[config.mk]
export PLATFORM = sky130hd
export DESIGN_NAME = spectrum_band_peak_normalizer_flat
export DESIGN_NICKNAME = d
export VERILOG_FILES = /design/src/sv/sbpn_pkg.sv /design/src/sv/sbpn_ifs.sv /design/src/sv/spectrum_band_peak_normalizer.sv /design/src/sv/sbpn_divider.sv /design/src/sv/sbpn_datapath.sv /design/src/sv/sbpn_sequencer.sv /design/src/flat_wrapper.sv
export SDC_FILE = /design/constraint.sdc
export NUM_CORES = 1
export LEC_CHECK = 0
export ABC_AREA = 1
export BUFFER_PORTS_ARGS = -buffer_cell sky130_fd_sc_hd__buf_2
export CAP_MARGIN = 20
export CORE_MARGIN = 8
export CORE_UTILIZATION = 50
export DETAILED_ROUTE_END_ITERATION = 16
export GPL_TIMING_DRIVEN = 0
export PLACE_DENSITY = 0.65
export SETUP_SLACK_MARGIN = 0.02
export SLEW_MARGIN = 20
export SYNTH_ARGS = -nofsm -noshare
export SYNTH_HDL_FRONTEND = slang
export SYNTH_SLANG_ARGS = --single-unit
[constraint.sdc]
create_clock -name clk_i -period 3.2 [get_ports clk_i]
set_input_delay 0.32 -clock clk_i [delete_from_list [all_inputs] [get_ports clk_i]]
set_output_delay 0.32 -clock clk_i [all_outputs]
set_load 0.05 [all_outputs]
[src/sv/sbpn_pkg.sv]
`default_nettype none

package sbpn_pkg;

  localparam int NUM_BANDS  = 32;
  localparam int POWER_BITS = 16;
  localparam int SUM_BITS   = 24;

  // Field widths of the channels
  localparam int POWER_W  = 16;
  localparam int LEVEL_W  = 16;
  localparam int NUMBER_W = 5;

  localparam int PWR_USE = (POWER_BITS < POWER_W) ? POWER_BITS : POWER_W;
  localparam int FILL_W  = $clog2(NUM_BANDS + 1);
  localparam int IDX_W   = (NUM_BANDS > 1) ? $clog2(NUM_BANDS) : 1;
  localparam int CNT_W   = $clog2(LEVEL_W);

  localparam logic [FILL_W-1:0]  BANDS_FULL = FILL_W'(NUM_BANDS);
  localparam logic [LEVEL_W-1:0] LEVEL_MAX  = '1;

  localparam int STEP_W = 3;

  localparam logic [STEP_W-1:0] STEP_IDLE   = 3'd0;
  localparam logic [STEP_W-1:0] STEP_STORE  = 3'd1;
  localparam logic [STEP_W-1:0] STEP_READ   = 3'd2;
  localparam logic [STEP_W-1:0] STEP_LOAD   = 3'd3;
  localparam logic [STEP_W-1:0] STEP_DIV    = 3'd4;
  localparam logic [STEP_W-1:0] STEP_EMIT   = 3'd5;
  localparam logic [STEP_W-1:0] STEP_NEXT   = 3'd6;
  localparam logic [STEP_W-1:0] STEP_FINISH = 3'd7;

  typedef enum logic [2:0] {
    COND_NEVER,
    COND_ALWAYS,
    COND_NO_CLOSE,
    COND_NO_FRAME,
    COND_DIV_MORE,
    COND_OUT_BUSY,
    COND_MORE_BANDS
  } cond_e;

  typedef struct packed {
    logic              in_ready;
    logic              store;
    logic              rd;
    logic              div_load;
    logic              div_step;
    logic              out_load;
    logic              next_band;
    logic              finish;
    cond_e             cond;
    logic [STEP_W-1:0] target;
  } uword_t;

  typedef struct packed {
    logic close_acc;
    logic frame;
    logic div_more;
    logic out_busy;
    logic more_bands;
  } status_t;

  function automatic uword_t ucode_rom(input logic [STEP_W-1:0] step);
    uword_t w;
    w        = '0;
    w.cond   = COND_NEVER;
    w.target = STEP_IDLE;
    unique case (step)
      STEP_IDLE: begin
        w.in_ready = 1'b1;
        w.cond     = COND_NO_CLOSE;
        w.target   = STEP_IDLE;
      end
      STEP_STORE: begin
        w.store  = 1'b1;
        w.cond   = COND_NO_FRAME;
        w.target = STEP_IDLE;
      end
      STEP_READ: begin
        w.rd = 1'b1;
      end
      STEP_LOAD: begin
        w.div_load = 1'b1;
      end
      STEP_DIV: begin
        w.div_step = 1'b1;
        w.cond     = COND_DIV_MORE;
        w.target   = STEP_DIV;
      end
      STEP_EMIT: begin
        w.out_load = 1'b1;
        w.cond     = COND_OUT_BUSY;
        w.target   = STEP_EMIT;
      end
      STEP_NEXT: begin
        w.next_band = 1'b1;
        w.cond      = COND_MORE_BANDS;
        w.target    = STEP_READ;
      end
      STEP_FINISH: begin
        w.finish = 1'b1;
        w.cond   = COND_ALWAYS;
        w.target = STEP_IDLE;
      end
      default: begin
        w.cond   = COND_ALWAYS;
        w.target = STEP_IDLE;
      end
    endcase
    return w;
  endfunction

endpackage

`default_nettype wire

[src/sv/sbpn_ifs.sv]
`default_nettype none

interface sbpn_bin_if import sbpn_pkg::*; ();
  logic               valid;
  logic               ready;
  logic [POWER_W-1:0] bin_power;
  logic               bin_present;
  logic               closes_band;
  logic               closes_frame;

  modport source (output valid, bin_power, bin_present, closes_band, closes_frame,
                  input ready);
  modport sink   (input valid, bin_power, bin_present, closes_band, closes_frame,
                  output ready);
endinterface

interface sbpn_band_if import sbpn_pkg::*; ();
  logic                valid;
  logic                ready;
  logic [LEVEL_W-1:0]  band_level;
  logic [NUMBER_W-1:0] band_number;
  logic                last_band;

  modport source (output valid, band_level, band_number, last_band, input ready);
  modport sink   (input valid, band_level, band_number, last_band, output ready);
endinterface

`default_nettype wire

[src/sv/spectrum_band_peak_normalizer.sv]
// A bin beat that does not close a band keeps the input open; a closing beat adds a store step.
// A frame close then emits each stored band through memory read, divider load,
// 16 steps of the shared one-bit-per-cycle divider, output load and index advance,
// plus a finishing step; output back-pressure stalls the sequence at the output load.
// Reset clears the sequencer step, running sum, maximum, fill count and output valid;
// the band store is not cleared and only entries written in the current frame are read.
`default_nettype none

module spectrum_band_peak_normalizer import sbpn_pkg::*; (
  input  wire logic    clk_i,
  input  wire logic    rst_ni,
  sbpn_bin_if.sink     bin_i,
  sbpn_band_if.source  band_o
);

  uword_t  ctrl;
  status_t status;

  sbpn_sequencer u_seq (
    .clk_i    (clk_i),
    .rst_ni   (rst_ni),
    .status_i (status),
    .ctrl_o   (ctrl)
  );

  sbpn_datapath u_dp (
    .clk_i          (clk_i),
    .rst_ni         (rst_ni),
    .ctrl_i         (ctrl),
    .in_valid_i     (bin_i.valid),
    .bin_power_i    (bin_i.bin_power),
    .bin_present_i  (bin_i.bin_present),
    .closes_band_i  (bin_i.closes_band),
    .closes_frame_i (bin_i.closes_frame),
    .out_ready_i    (band_o.ready),
    .status_o       (status),
    .out_valid_o    (band_o.valid),
    .band_level_o   (band_o.band_level),
    .band_number_o  (band_o.band_number),
    .last_band_o    (band_o.last_band)
  );

  assign bin_i.ready = ctrl.in_ready;

  a_close_stalls: assert property (@(posedge clk_i) disable iff (!rst_ni)
    (bin_i.valid && bin_i.ready && (bin_i.closes_band || bin_i.closes_frame))
      |=> !bin_i.ready)
    else $error("input taken in the cycle after a band close");

  a_plain_bin_streams: assert property (@(posedge clk_i) disable iff (!rst_ni)
    (bin_i.valid && bin_i.ready && !bin_i.closes_band && !bin_i.closes_frame)
      |=> bin_i.ready)
    else $error("plain bin beat did not keep the input open");

  a_one_action: assert property (@(posedge clk_i) disable iff (!rst_ni)
    $onehot0({ctrl.store, ctrl.rd, ctrl.div_load, ctrl.div_step,
              ctrl.out_load, ctrl.next_band, ctrl.finish}))
    else $error("control word drives more than one datapath action");

endmodule

`default_nettype wire

[src/sv/sbpn_divider.sv]
`default_nettype none

module sbpn_divider import sbpn_pkg::*; (
  input  wire logic                clk_i,
  input  wire logic                rst_ni,
  input  wire logic                load_i,
  input  wire logic                step_i,
  input  wire logic [SUM_BITS-1:0] num_i,
  input  wire logic [SUM_BITS-1:0] den_i,
  output logic      [LEVEL_W-1:0]  quot_o,
  output logic                     more_o
);

  logic [SUM_BITS:0]  rem_q, rem_d, shifted;
  logic [LEVEL_W-1:0] quot_q, quot_d;
  logic [CNT_W-1:0]   cnt_q, cnt_d;
  logic               ge;

  // One quotient bit per step, restoring
  always_comb begin
    shifted = {rem_q[SUM_BITS-1:0], 1'b0};
    ge      = shifted >= {1'b0, den_i};
    rem_d   = rem_q;
    quot_d  = quot_q;
    cnt_d   = cnt_q;
    if (load_i) begin
      rem_d  = {1'b0, num_i};
      quot_d = '0;
      cnt_d  = '0;
    end else if (step_i) begin
      rem_d  = ge ? (shifted - {1'b0, den_i}) : shifted;
      quot_d = {quot_q[LEVEL_W-2:0], ge};
      cnt_d  = cnt_q + CNT_W'(1);
    end
  end

  always_ff @(posedge clk_i or negedge rst_ni) begin
    if (!rst_ni) begin
      cnt_q <= '0;
    end else begin
      cnt_q <= cnt_d;
    end
  end

  always_ff @(posedge clk_i) begin
    rem_q  <= rem_d;
    quot_q <= quot_d;
  end

  assign quot_o = quot_q;
  assign more_o = cnt_q != CNT_W'(LEVEL_W - 1);

endmodule

`default_nettype wire

[src/sv/sbpn_datapath.sv]
`default_nettype none

module sbpn_datapath import sbpn_pkg::*; (
  input  wire logic                clk_i,
  input  wire logic                rst_ni,
  input  wire uword_t              ctrl_i,
  input  wire logic                in_valid_i,
  input  wire logic [POWER_W-1:0]  bin_power_i,
  input  wire logic                bin_present_i,
  input  wire logic                closes_band_i,
  input  wire logic                closes_frame_i,
  input  wire logic                out_ready_i,
  output status_t                  status_o,
  output logic                     out_valid_o,
  output logic      [LEVEL_W-1:0]  band_level_o,
  output logic      [NUMBER_W-1:0] band_number_o,
  output logic                     last_band_o
);

  logic [SUM_BITS-1:0] band_mem [NUM_BANDS];
  logic [SUM_BITS-1:0] rd_data_q;

  logic [SUM_BITS-1:0] running_q, running_d;
  logic [SUM_BITS-1:0] largest_q, largest_d;
  logic [FILL_W-1:0]   filled_q, filled_d;
  logic [FILL_W-1:0]   idx_q, idx_d, idx_inc;
  logic                frame_q, frame_d;
  logic                out_valid_q, out_valid_d;
  logic [LEVEL_W-1:0]  level_q;
  logic [NUMBER_W-1:0] number_q;
  logic                last_q;
  logic                sat_q, zero_q;

  logic                accept, out_busy, out_fire, room;
  logic [SUM_BITS:0]   sum_ext;
  logic [LEVEL_W-1:0]  quot;
  logic                div_more;

  sbpn_divider u_div (
    .clk_i  (clk_i),
    .rst_ni (rst_ni),
    .load_i (ctrl_i.div_load),
    .step_i (ctrl_i.div_step),
    .num_i  (rd_data_q),
    .den_i  (largest_q),
    .quot_o (quot),
    .more_o (div_more)
  );

  assign accept   = in_valid_i && ctrl_i.in_ready;
  assign room     = filled_q < BANDS_FULL;
  assign out_busy = out_valid_q && !out_ready_i;
  assign out_fire = ctrl_i.out_load && !out_busy;
  assign idx_inc  = idx_q + FILL_W'(1);
  assign sum_ext  = {1'b0, running_q} + (SUM_BITS + 1)'(bin_power_i[PWR_USE-1:0]);

  always_comb begin
    running_d   = running_q;
    largest_d   = largest_q;
    filled_d    = filled_q;
    idx_d       = idx_q;
    frame_d     = frame_q;
    out_valid_d = out_valid_q;

    if (accept) begin
      frame_d = closes_frame_i;
      if (bin_present_i) begin
        // saturate the band sum
        running_d = sum_ext[SUM_BITS] ? '1 : sum_ext[SUM_BITS-1:0];
      end
    end
    if (ctrl_i.store) begin
      running_d = '0;
      if (room) begin
        filled_d = filled_q + FILL_W'(1);
        if (running_q > largest_q) begin
          largest_d = running_q;
        end
      end
    end
    if (ctrl_i.next_band) begin
      idx_d = idx_inc;
    end
    if (ctrl_i.finish) begin
      filled_d  = '0;
      largest_d = '0;
      idx_d     = '0;
    end
    if (out_fire) begin
      out_valid_d = 1'b1;
    end else if (out_ready_i) begin
      out_valid_d = 1'b0;
    end
  end

  always_ff @(posedge clk_i or negedge rst_ni) begin
    if (!rst_ni) begin
      running_q   <= '0;
      largest_q   <= '0;
      filled_q    <= '0;
      idx_q       <= '0;
      frame_q     <= 1'b0;
      out_valid_q <= 1'b0;
    end else begin
      running_q   <= running_d;
      largest_q   <= largest_d;
      filled_q    <= filled_d;
      idx_q       <= idx_d;
      frame_q     <= frame_d;
      out_valid_q <= out_valid_d;
    end
  end

  always_ff @(posedge clk_i) begin
    if (ctrl_i.store && room) begin
      band_mem[filled_q[IDX_W-1:0]] <= running_q;
    end
  end

  always_ff @(posedge clk_i) begin
    if (ctrl_i.rd) begin
      rd_data_q <= band_mem[idx_q[IDX_W-1:0]];
    end
  end

  // Flag the cases the divider does not cover
  always_ff @(posedge clk_i) begin
    if (ctrl_i.div_load) begin
      zero_q <= largest_q == '0;
      sat_q  <= rd_data_q >= largest_q;
    end
  end

  always_ff @(posedge clk_i) begin
    if (out_fire) begin
      level_q  <= zero_q ? '0 : (sat_q ? LEVEL_MAX : quot);
      number_q <= NUMBER_W'(idx_q);
      last_q   <= idx_inc == filled_q;
    end
  end

  always_comb begin
    status_o            = '0;
    status_o.close_acc  = accept && (closes_band_i || closes_frame_i);
    status_o.frame      = frame_q;
    status_o.div_more   = div_more;
    status_o.out_busy   = out_busy;
    status_o.more_bands = idx_inc != filled_q;
  end

  assign out_valid_o   = out_valid_q;
  assign band_level_o  = level_q;
  assign band_number_o = number_q;
  assign last_band_o   = last_q;

endmodule

`default_nettype wire

[src/sv/sbpn_sequencer.sv]
`default_nettype none

module sbpn_sequencer import sbpn_pkg::*; (
  input  wire logic    clk_i,
  input  wire logic    rst_ni,
  input  wire status_t status_i,
  output uword_t       ctrl_o
);

  logic [STEP_W-1:0] step_q, step_d;
  uword_t            word;
  logic              take;

  assign word   = ucode_rom(step_q);
  assign ctrl_o = word;

  always_comb begin
    case (word.cond)
      COND_NEVER:      take = 1'b0;
      COND_ALWAYS:     take = 1'b1;
      COND_NO_CLOSE:   take = !status_i.close_acc;
      COND_NO_FRAME:   take = !status_i.frame;
      COND_DIV_MORE:   take = status_i.div_more;
      COND_OUT_BUSY:   take = status_i.out_busy;
      COND_MORE_BANDS: take = status_i.more_bands;
      default:         take = 1'b0;
    endcase
    step_d = take ? word.target : step_q + STEP_W'(1);
  end

  always_ff @(posedge clk_i or negedge rst_ni) begin
    if (!rst_ni) begin
      step_q <= STEP_IDLE;
    end else begin
      step_q <= step_d;
    end
  end

endmodule

`default_nettype wire
[src/flat_wrapper.sv]
// flat-port wrapper written by rule: the top's interface ports become plain ports
module spectrum_band_peak_normalizer_flat import sbpn_pkg::*;
  (clk_i, rst_ni, bin_i_valid, bin_i_bin_power, bin_i_bin_present, bin_i_closes_band, bin_i_closes_frame, bin_i_ready, band_o_valid, band_o_band_level, band_o_band_number, band_o_last_band, band_o_ready);
  sbpn_bin_if bin_i_i ();
  sbpn_band_if band_o_i ();
  input  wire logic clk_i;
  input  wire logic rst_ni;
  input wire logic [$bits(bin_i_i.valid)-1:0] bin_i_valid;
  input wire logic [$bits(bin_i_i.bin_power)-1:0] bin_i_bin_power;
  input wire logic [$bits(bin_i_i.bin_present)-1:0] bin_i_bin_present;
  input wire logic [$bits(bin_i_i.closes_band)-1:0] bin_i_closes_band;
  input wire logic [$bits(bin_i_i.closes_frame)-1:0] bin_i_closes_frame;
  output wire logic [$bits(bin_i_i.ready)-1:0] bin_i_ready;
  output wire logic [$bits(band_o_i.valid)-1:0] band_o_valid;
  output wire logic [$bits(band_o_i.band_level)-1:0] band_o_band_level;
  output wire logic [$bits(band_o_i.band_number)-1:0] band_o_band_number;
  output wire logic [$bits(band_o_i.last_band)-1:0] band_o_last_band;
  input wire logic [$bits(band_o_i.ready)-1:0] band_o_ready;
  assign bin_i_i.valid = bin_i_valid;
  assign bin_i_i.bin_power = bin_i_bin_power;
  assign bin_i_i.bin_present = bin_i_bin_present;
  assign bin_i_i.closes_band = bin_i_closes_band;
  assign bin_i_i.closes_frame = bin_i_closes_frame;
  assign bin_i_ready = bin_i_i.ready;
  assign band_o_valid = band_o_i.valid;
  assign band_o_band_level = band_o_i.band_level;
  assign band_o_band_number = band_o_i.band_number;
  assign band_o_last_band = band_o_i.last_band;
  assign band_o_i.ready = band_o_ready;
  spectrum_band_peak_normalizer u_core (.clk_i(clk_i), .rst_ni(rst_ni), .bin_i(bin_i_i), .band_o(band_o_i));
endmodule
Yosys cells after proc, flatten, opt, wreduce, memory -nomap -nowiden
Memory sizes are Yosys's and may differ from the RTL's. A register that Yosys moved wholly into a read port is not among the register bits.
Cells that the tools add are included.
- word-level logic and storage cells: 99
- memory bits (writable): 768
- memories: 1
- flip-flop bits (word level): 133
- bits in latches: 0
- bits of input ports: 23
- memory bits (read-only): 0
- memories (memory ; depth ; bits a word ; read ports ; clocked after Yosys merged registers in ; wr ports ; RTL line ; RTL):
    u_core.u_dp.band_mem ; 32 ; 24 ; 1 ; 1 ; 1 ; sbpn_datapath.sv:20 ; logic [SUM_BITS-1:0] band_mem [NUM_BANDS];
- eq/ne operators: 16
- bitwise operators: 0
- magnitude comparators: 4
- multiply operators: 0
- reductions and logical operators: 23
- shift-type cells: 0
- divide/modulo/power cells: 0
- add/sub/neg operators: 6
- muxes and demuxes: 34
- operator list (operator ; number):
    24-bit 2-to-1 mux ; 11
    6-bit one-hot mux with 6 select lines ; 1
    6-bit 2-to-1 mux ; 5
    24-bit by 16-bit adder with 25-bit output ; 1
    25-bit by 24-bit greater-or-equal comparator with 1-bit output ; 1
    24-bit greater-or-equal comparator ; 1
    24-bit > comparator ; 1
    24-bit logical NOT ; 1
    24-bit subtractor ; 1
    3-bit == test, second input constant ; 7
    16-bit 2-to-1 mux ; 1
    2-bit nonzero test ; 8
    6-bit by 1-bit adder with 6-bit output, second input constant ; 2
    3-bit by 2-bit == test with 1-bit output, second input constant ; 4
    1-bit 2-to-1 mux ; 12
    4-bit 2-to-1 mux ; 2
    3-bit by 1-bit == test with 1-bit output, second input constant ; 2
    6-bit == test ; 1
    6-bit < comparator, second input constant ; 1
    6-bit inequality test ; 1
    1-bit one-hot mux with 6 select lines ; 1
    1-bit logical AND ; 5
    4-bit by 1-bit adder with 4-bit output, second input constant ; 1
    1-bit logical NOT ; 4
    other kinds (7) ; 8

Longest topological paths before layout
Gate-level depths: netlist (run 1).
- depth in word-level cells: 7
- mapped depth: 15

Cells and area by module
Synthesis (run 1) repeated with hierarchy kept, for this count alone.
- cell total of the unflattened synthesis: 3921
- area, all modules: 42161.7 µm²
- modules (own cells, without submodules) (module ; sequential area each (µm²) ; cells an instance ; area an instance (µm²) ; times used):
    sbpn_datapath ; 26055.0 ; 3203 ; 37717.4 ; 1
    sbpn_divider ; 1141.1 ; 654 ; 4018.9 ; 1
    sbpn_sequencer ; 75.1 ; 64 ; 425.4 ; 1

Least setup slack after synthesis (run 1)
Ideal clock, no wire load.
- kind: flip-flop to flip-flop
- from: register u_core.u_seq.step_q[0]
- to: register u_core.u_dp.u_div.rem_q[0] (enable)
- data arrival time: 2.279 ns
- setup time: 0.398 ns
- buffers on the path: 2
- slack: 0.523 ns
- data required time: 2.802 ns
- stages on the path, launching flop included: 7
- cell sequence: dfrtp_1 > ha_1 > ha_1 > clkbuf_1 > inv_2 > nand2_1 > clkbuf_1
- cells in the longest elaborated chain, start to end: 3
- elaborated cells between the ends (all ways): 5
- classes of those cells: eq/ne (2); mux (2); reduce/logical (1)
- RTL lines (what ; RTL line ; RTL):
    from (decl) ; sbpn_sequencer.sv:10 ; logic [STEP_W-1:0] step_q, step_d;
    from (signal assigned) ; sbpn_sequencer.sv:35 ; step_q <= step_d;
    3-bit == test or 3-bit by 2-bit == test with 1-bit output (tied branches) ; sbpn_pkg.sv:69 ; unique case (step)
    1-bit 2-to-1 mux ; sbpn_pkg.sv:69 ;
    2-bit nonzero test (no source line) * ; - ;
    to (signal assigned) ; sbpn_divider.sv:46 ; rem_q <= rem_d;
    to (decl) ; sbpn_divider.sv:14 ; logic [SUM_BITS:0] rem_q, rem_d, shifted;
Every way passes the cells marked *; elsewhere a longest branch is shown, timed or not.
A chain may end at the register's enable or synchronous reset.

==> summary.txt, run 1 <==
Critical path
  – CP arrival: around 3.8 ns
  – CP max stage cell: o21ai_0
  – CP peak stage delay: 0.68 ns
  – Crit path buffers/inverters: 4
  – Cell mode on critical path: o21ai_0
  – CP max FO: 10
  – CP delay by family, top: buffers and inverters
  – CP Cell Sequence: buf_4 > inv_2 > buf_2 > clkbuf_2 > o21ai_0 > o22ai_1 > o21ai_0 > o21ai_0 > nand2_1 > nand2_1
  – Worst EP required: between 3 and 4 ns
  – Startpoint types: register
  – Endpoint class of the critical path: register
  – FF-to-FF setup slack: -0.09 ns
  – CP Class: reg2reg

STA
  – RSZ-0062 raised after global routing: false
  – Min Tclk post-route: about 3.3 ns
  – Worst Max-Slew Pin Slew: 1.084 ns
  – WHS: 0.08261 ns
  – Setup violators final: 8
  – Setup TNS: -0.2074 ns
  – Final Worst Setup Slack: -0.08508 ns
  – Worst slew margin: 27.74%
  – Max Slew Vio Count: 0
  – Final period utilization: 102.7%
  – Final hold viol count: 0
  – Max Clk Rate: between 300 and 400 MHz
  – Max Clock Skew: between 0.03 and 0.04 ns

Layout
  – Layout cells sized above 1: 10.05%
  – Multi-input logic area: between 0.01 and 0.015 mm^2
  – Filler Cells Inserted: about 6600
  – Non-Filler Instances: 5040
  – Area Growth Syn to Fin: 15.23%
  – Fin nets: ~4000
  – Sequential Area: about 0.027 mm^2

Drt
  – Post-Route WL: about 130 mm
  – Routed len/inst: approximately 27 um
  – Via count: around 31000
  – Drt first pass iters: 7
  – DR vias/cell: around 6.1
  – Remaining DRCs: 0
  – DRT antenna net count: 0
  – DR iter-0 viols: 4120

Min path
  – Hold WC Path Type: in2async

Place
  – DP Worst Slack: -0.1024 ns
  – PortBufs: 46
  – Placed Cells: between 4000 and 5000
  – Gpl congestion: between 0.9 and 1
  – Post-DP HPWL: between 90 and 100 mm

Clock tree
  – CTS clk-pin slew, worst paths: 0.07 ns
  – Htree depth: 3
  – CTS tree: done
  – Maximum clock path buffer count: 3
  – Postcts setup bufs: 0
  – Total CTS buffers: between 90 and 100
  – Worst-Skew Late Latency: 0.68 ns
  – Clock sinks: slightly above 900
  – Clock Tree Root: clkbuf_16

Floorplan
  – Initial Utilization: 50.23%
  – Total die area: just over 0.09 mm^2
  – Die height: 302.3 um
  – Die X: 302.3 um
  – Row cnt: 105
  – Core area: ~0.082 mm^2
  – Ports: between 40 and 50

GRT
  – GRT Total Usage: a little under 30%
  – Vias in the first global route: around 29000
  – Antenna violations before repair: 6
  – Largest net degree at the start of global routing: between 50 and 60
  – GRT Residual Overflow: 0
  – First-pass GRT wire length: approximately 190 mm

Logic synthesis
  – Synth Flop Type: edfxtp_1
  – Synth area leaders: edfxtp_1 (62%), o21ai_0 (5.5%), nand2_1 (5.3%), nor2_1 (4.8%), dfrtp_1 (4.2%)
  – Mapped cell area: about 0.041 mm^2
  – Synth cell types: between 40 and 50
  – Yosys top cell by area: edfxtp_1
  – Area share of the largest cell type after synthesis: between 60 and 70%
  – Syn_area_per_cell: about 11 um^2
  – Ys Warns: 0
  – Synth Instances: about 3700
  – Async SR Flop Fraction: under 10%
  – Post-synth EDFFs: 840
  – Post-Syn Nets: roughly 3800
  – FF+latch count, synth: 925
  – Sequential area share after synthesis: about two thirds

Status
  – Status: complete, but fails checks
  – Failing checks: setup timing

Power and ir drop
  – VDD IR max: a little under 0.6 mV
  – Pwr per Cell Area: between 800 and 900 mW/mm^2
  – Leakage power: around 17 nW

Run
  – Max Cap Viol: 0
==> per-layer routing <==
metal	vias to the layer above	routed length (um)	GRT usage, %
met5	-	37	0
met3	324	16440	6.137
met4	6	7023	14.04
li1	13690	-	-
met1	14840	51630	39.77
met2	1987	59230	44.14
==> registers in the layout, indices dropped and copies added (netlist names), 5 cells and up <==
| register | cells |
|---|---|
| u_core.u_dp.band_mem | 768 |
| u_core.u_dp.band_level_o | 16 |
| u_core.u_dp.band_number_o | 5 |
| u_core.u_dp.filled_q | 6 |
| u_core.u_dp.rd_data_q | 24 |
| u_core.u_dp.running_q | 24 |
| u_core.u_dp.idx_q | 6 |
| u_core.u_dp.u_div.rem_q | 24 |
| u_core.u_dp.largest_q | 24 |
| u_core.u_dp.u_div.quot_o | 16 |
==> stage by stage <==
| step | power [mW] | utilization (%) | area (um^2) |
|---|---|---|---|
| floorplan | 24.66 | - | 40980 |
| global placement | 30.10 | 52.16 | 42550 |
| detailed placement | 30.71 | 54.06 | 44110 |
| CTS | 41.63 | 57.87 | 47210 |
| global route | 43.73 | 57.88 | 47220 |
| finish | 42.02 | 57.88 | 47220 |
==> synthesized netlist by cell type (2+ instances only) <==
master / instances
buf_4: 5
clkbuf_1: 124
o21a_1: 9
nand3b_1: 9
o21ai_0: 452
buf_1: 17
a21oi_1: 68
nor2_1: 524
xnor2_1: 11
nor3_1: 12
fa_1: 2
xor2_1: 10
o22ai_1: 70
nand3_1: 202
o211ai_1: 2
dfxtp_1: 16
buf_2: 53
ha_1: 100
nand2_1: 584
edfxtp_1: 840
inv_1: 237
or2_2: 2
o221ai_1: 142
buf_6: 2
o21ai_1: 23
nand2_4: 3
nor2_2: 3
dfrtp_1: 69
and2_1: 3
nor4_1: 7
inv_2: 7
a21oi_2: 2
nand4_1: 71
a21boi_0: 2
==> placed cells by master (no fill, tap or decap), types with 98 or more instances in the layout <==
| cell | count |
|---|---|
| buf_2 | 98 |
| edfxtp_1 | 840 |
| nand3_1 | 202 |
| nor2_1 | 490 |
| ha_1 | 100 |
| clkbuf_1 | 130 |
| inv_1 | 237 |
| o21ai_0 | 451 |
| o221ai_1 | 142 |
| nand2_1 | 584 |
==> final timing paths <==
path / from / to / depth (start not counted)
hold reg to reg: u_core.u_dp.u_div.quot_o[15]$_SDFFE_PP0P_ / u_core.u_dp.u_div.quot_o[15]$_SDFFE_PP0P_ / 2
hold / removal: rst_ni / u_core.u_dp.largest_q[22]$_DFFE_PN0P_ / 2
max in group asynchronous: rst_ni / u_core.u_dp.running_q[22]$_DFFE_PN0P_ / 3
min in group clk_i: bin_i_bin_power[0] / u_core.u_dp.running_q[0]$_DFFE_PN0P_ / 4
setup / recovery: u_core.u_dp.idx_q[0]$_DFFE_PN0P_ / u_core.u_dp.rd_data_q[1]$_DFFE_PN_ / 10
setup reg to reg: u_core.u_dp.idx_q[0]$_DFFE_PN0P_ / u_core.u_dp.rd_data_q[1]$_DFFE_PN_ / 10
==> cell type report <==
type                            instances  area share, %
Inverter                              246          1.961
Clock buffer                          118          5.235
Antenna cell                            1       0.005299
Tap cell                             1070          2.835
Sequential cell                       925          57.82
Timing Repair Buffer                  104          3.238
Multi-Input combinational cell       2321          25.80
Clock inverter                         55          1.259
Buffer                                200          1.847
==> cell families after synthesis <==
| group | synth area share [%] |
|---|---|
| AOI/OAI and AO/OA | 11.09 |
| xor gates and xnor gates | 0.4488 |
| adders and majority gates | 3.151 |
| buffers and inverters | 4.345 |
| DFF | 66.54 |
| muxes | 0.02748 |
| and+or+nand+nor | 14.39 |
==> where the power goes <==
group	switching [mW]	internal, mW	leakage [nW]
Sequential	0.892	14.9	8.68
Clock	4.74	6.32	1.50
Combinational	11.0	4.16	7.24
==> what timing repair did <==
item / CTS / global route
hold buffers: 3 / 0
setup endpoints to repair: 5 / 23
resized for setup: 5 / 22
pin swaps: 0 / 0
hold endpoints to repair: 71 / 0
(Power assumes the default switching activity.)
==> run 2: changes to the inputs <==
Settings changed: CORE_MARGIN 8 to default, TNS_END_PERCENT from default to 20.
==> summary.txt, run 2 (synthesis results as in run 1) <==
Drt
  – Drt first pass iters: 6
  – DR vias/cell: between 6 and 7
  – DRT antenna net count: 0
  – Post-Route WL: ~140 mm
  – DR iter-0 viols: ~4600
  – Remaining DRCs: 0
  – Routed len/inst: ~27 um
  – Via count: ~31000

Floorplan
  – Total die area: ~0.083 mm^2
  – Initial Utilization: around 51%
  – Die height: 288.3 um
  – Row cnt: between 100 and 150
  – Die X: approximately 290 um
  – Core area: a little over 0.08 mm^2
  – Ports: 47

GRT
  – First-pass GRT wire length: between 150 and 200 mm
  – GRT Total Usage: around a third
  – GRT Residual Overflow: 0
  – Antenna violations before repair: 7
  – Largest net degree at the start of global routing: 50
  – Vias in the first global route: 28920

Power and ir drop
  – Clock share of power: about a quarter
  – Switching power: ~17 mW
  – Pwr per Cell Area: slightly below 900 mW/mm^2
  – Leakage power: 17.42 nW
  – Share of power burned in registers: 37.7%
  – VDD IR max: between 0.5 and 0.6 mV
  – Internal Pwr Total: about 25 mW
  – Switching share of power: between 30% and 40%
  – Comb pwr share: 36.1%

Clock tree
  – Clock sinks: 925
  – CTS clk-pin slew, worst paths: approximately 0.06 ns
  – Maximum clock path buffer count: 3
  – Total CTS buffers: 94
  – Htree depth: 3
  – Clock Tree Root: clkbuf_16
  – CTS tree: done
  – Worst-Skew Late Latency: between 0.6 and 0.7 ns

Place
  – Gpl congestion: 0.9954
  – Post-DP HPWL: about 95 mm
  – PortBufs: 46
  – DP Area: 0.04408 mm^2

Critical path
  – Endpoint class of the critical path: register
  – CP Class: reg2reg
  – Worst EP required: ~3.7 ns
  – CP max FO: 10
  – CP arrival: roughly 3.8 ns
  – Cells on worst reg2reg path: 10
  – Startpoint types: register

STA
  – Setup violators final: 5
  – Max Clk Rate: just over 300 MHz
  – Max Clock Skew: between 0.02 and 0.03 ns
  – RSZ-0062 raised after global routing: true
  – Max Slew Vio Count: 0
  – Worst Max-Slew Pin Slew: approximately 1.1 ns
  – Worst slew margin: 23.62%
  – Final Worst Setup Slack: -0.08779 ns
  – WHS: between 0.06 and 0.07 ns
  – Final period utilization: 102.7%
  – Min Tclk post-route: 3.288 ns
  – Setup TNS: -0.1390 ns
  – Final hold viol count: 0

Layout
  – Antenna fix cells: 0
  – Layout cells sized above 1: slightly below 10%
  – Cell area after layout: around 0.047 mm^2
  – Most common cell after layout, fill and taps aside: edfxtp_1
  – Fin nets: 4018
  – Commonest non-fill, non-tap cells in the layout: edfxtp_1 (840), nand2_1 (584), nor2_1 (490), o21ai_0 (451), inv_1 (237)
  – Filler Cells Inserted: approximately 6600
  – Largest register FFs: 768
  – Area Growth Syn to Fin: 15.18%

Status
  – Failing checks: setup timing
  – Status: complete, but fails checks

Min path
  – Hold-critical path depth: 4
  – Hold WC Path Type: in2reg

Run
  – Max Cap Viol: 0
-- run 2: power by group through the flow --
stage | clock [mW] | combinational, mW | sequential, mW
2_1_floorplan | 0 | 8.65 | 16.0
3_3_place_gp | 0 | 13.4 | 16.6
3_5_place_dp | 0 | 14.6 | 16.1
4_1_cts | 11.1 | 14.7 | 15.8
5_1_grt | 11.5 | 16.2 | 15.9
6_report | 11.0 | 15.1 | 15.8
-- run 2: layer usage --
| metal | wire length (um) | GRT usage [%] |
|---|---|---|
| met5 | 41 | 0 |
| met4 | 7133 | 15.54 |
| met3 | 16330 | 6.722 |
| met2 | 60440 | 49.31 |
| met1 | 52150 | 44.69 |
-- run 2: worst max-delay path, cell delays in order (launching register included) --
cell and delay (ns):
dfrtp_1 0.42, buf_4 0.22, inv_2 0.24, clkbuf_4 0.37
clkbuf_1 0.51, o21ai_0 0.17, o221ai_1 0.34, nand3_1 0.34
o21ai_1 0.31, nand2_1 0.14, nand2_1 0.08
-- run 2: what timing repair did --
item	CTS	global route
hold endpoints to repair	71	0
gates resized for setup	0	27
hold buffers	3	0
setup endpoints to repair	0	30
buffers inserted	0	0
-- run 2: stage by stage --
stage | power (mW) | util (%) | setup slack [ns] | instances
3_5_place_dp | 30.69 | 54.55 | 0.05708 | 4854
3_3_place_gp | 30.01 | 52.64 | -1.334 | 4799
4_1_cts | 41.58 | 58.38 | 0.02003 | 5033
6_report | 42.01 | 58.41 | -0.08779 | 5033
5_1_grt | 43.67 | 58.41 | -0.02423 | 5033
2_1_floorplan | 24.66 | - | 0.5234 | 3693
-- run 2: area by class of cell --
cell class                 count  area [um^2]  share of cell area [%]
clock buffer                 122         2530                   5.360
multi-input combinational   2321        12180                   25.81
tap                         1060         1326                   2.810
buffer                       201        875.8                   1.856
timing repair buffer         104         1520                   3.221
inverter                     246        925.9                   1.962
clock inverter                54        539.3                   1.142
sequential                   925        27300                   57.84
-- run 2: final timing paths --
kind                                                   from                                endpoint  slack, ns
max in group asynchronous                            rst_ni   u_core.u_dp.largest_q[20]$_DFFE_PN0P_       2.51
max                        u_core.u_dp.idx_q[0]$_DFFE_PN0P_     u_core.u_dp.rd_data_q[13]$_DFFE_PN_      -0.09
max reg2reg                u_core.u_dp.idx_q[0]$_DFFE_PN0P_     u_core.u_dp.rd_data_q[13]$_DFFE_PN_      -0.09
min in group asynchronous                            rst_ni    u_core.u_dp.running_q[6]$_DFFE_PN0P_       0.12
min reg2reg                u_core.u_dp.idx_q[3]$_DFFE_PN0P_  u_core.u_dp.band_number_o[3]$_DFFE_PP_       0.49
min                                      bin_i_bin_power[0]    u_core.u_dp.running_q[0]$_DFFE_PN0P_       0.06
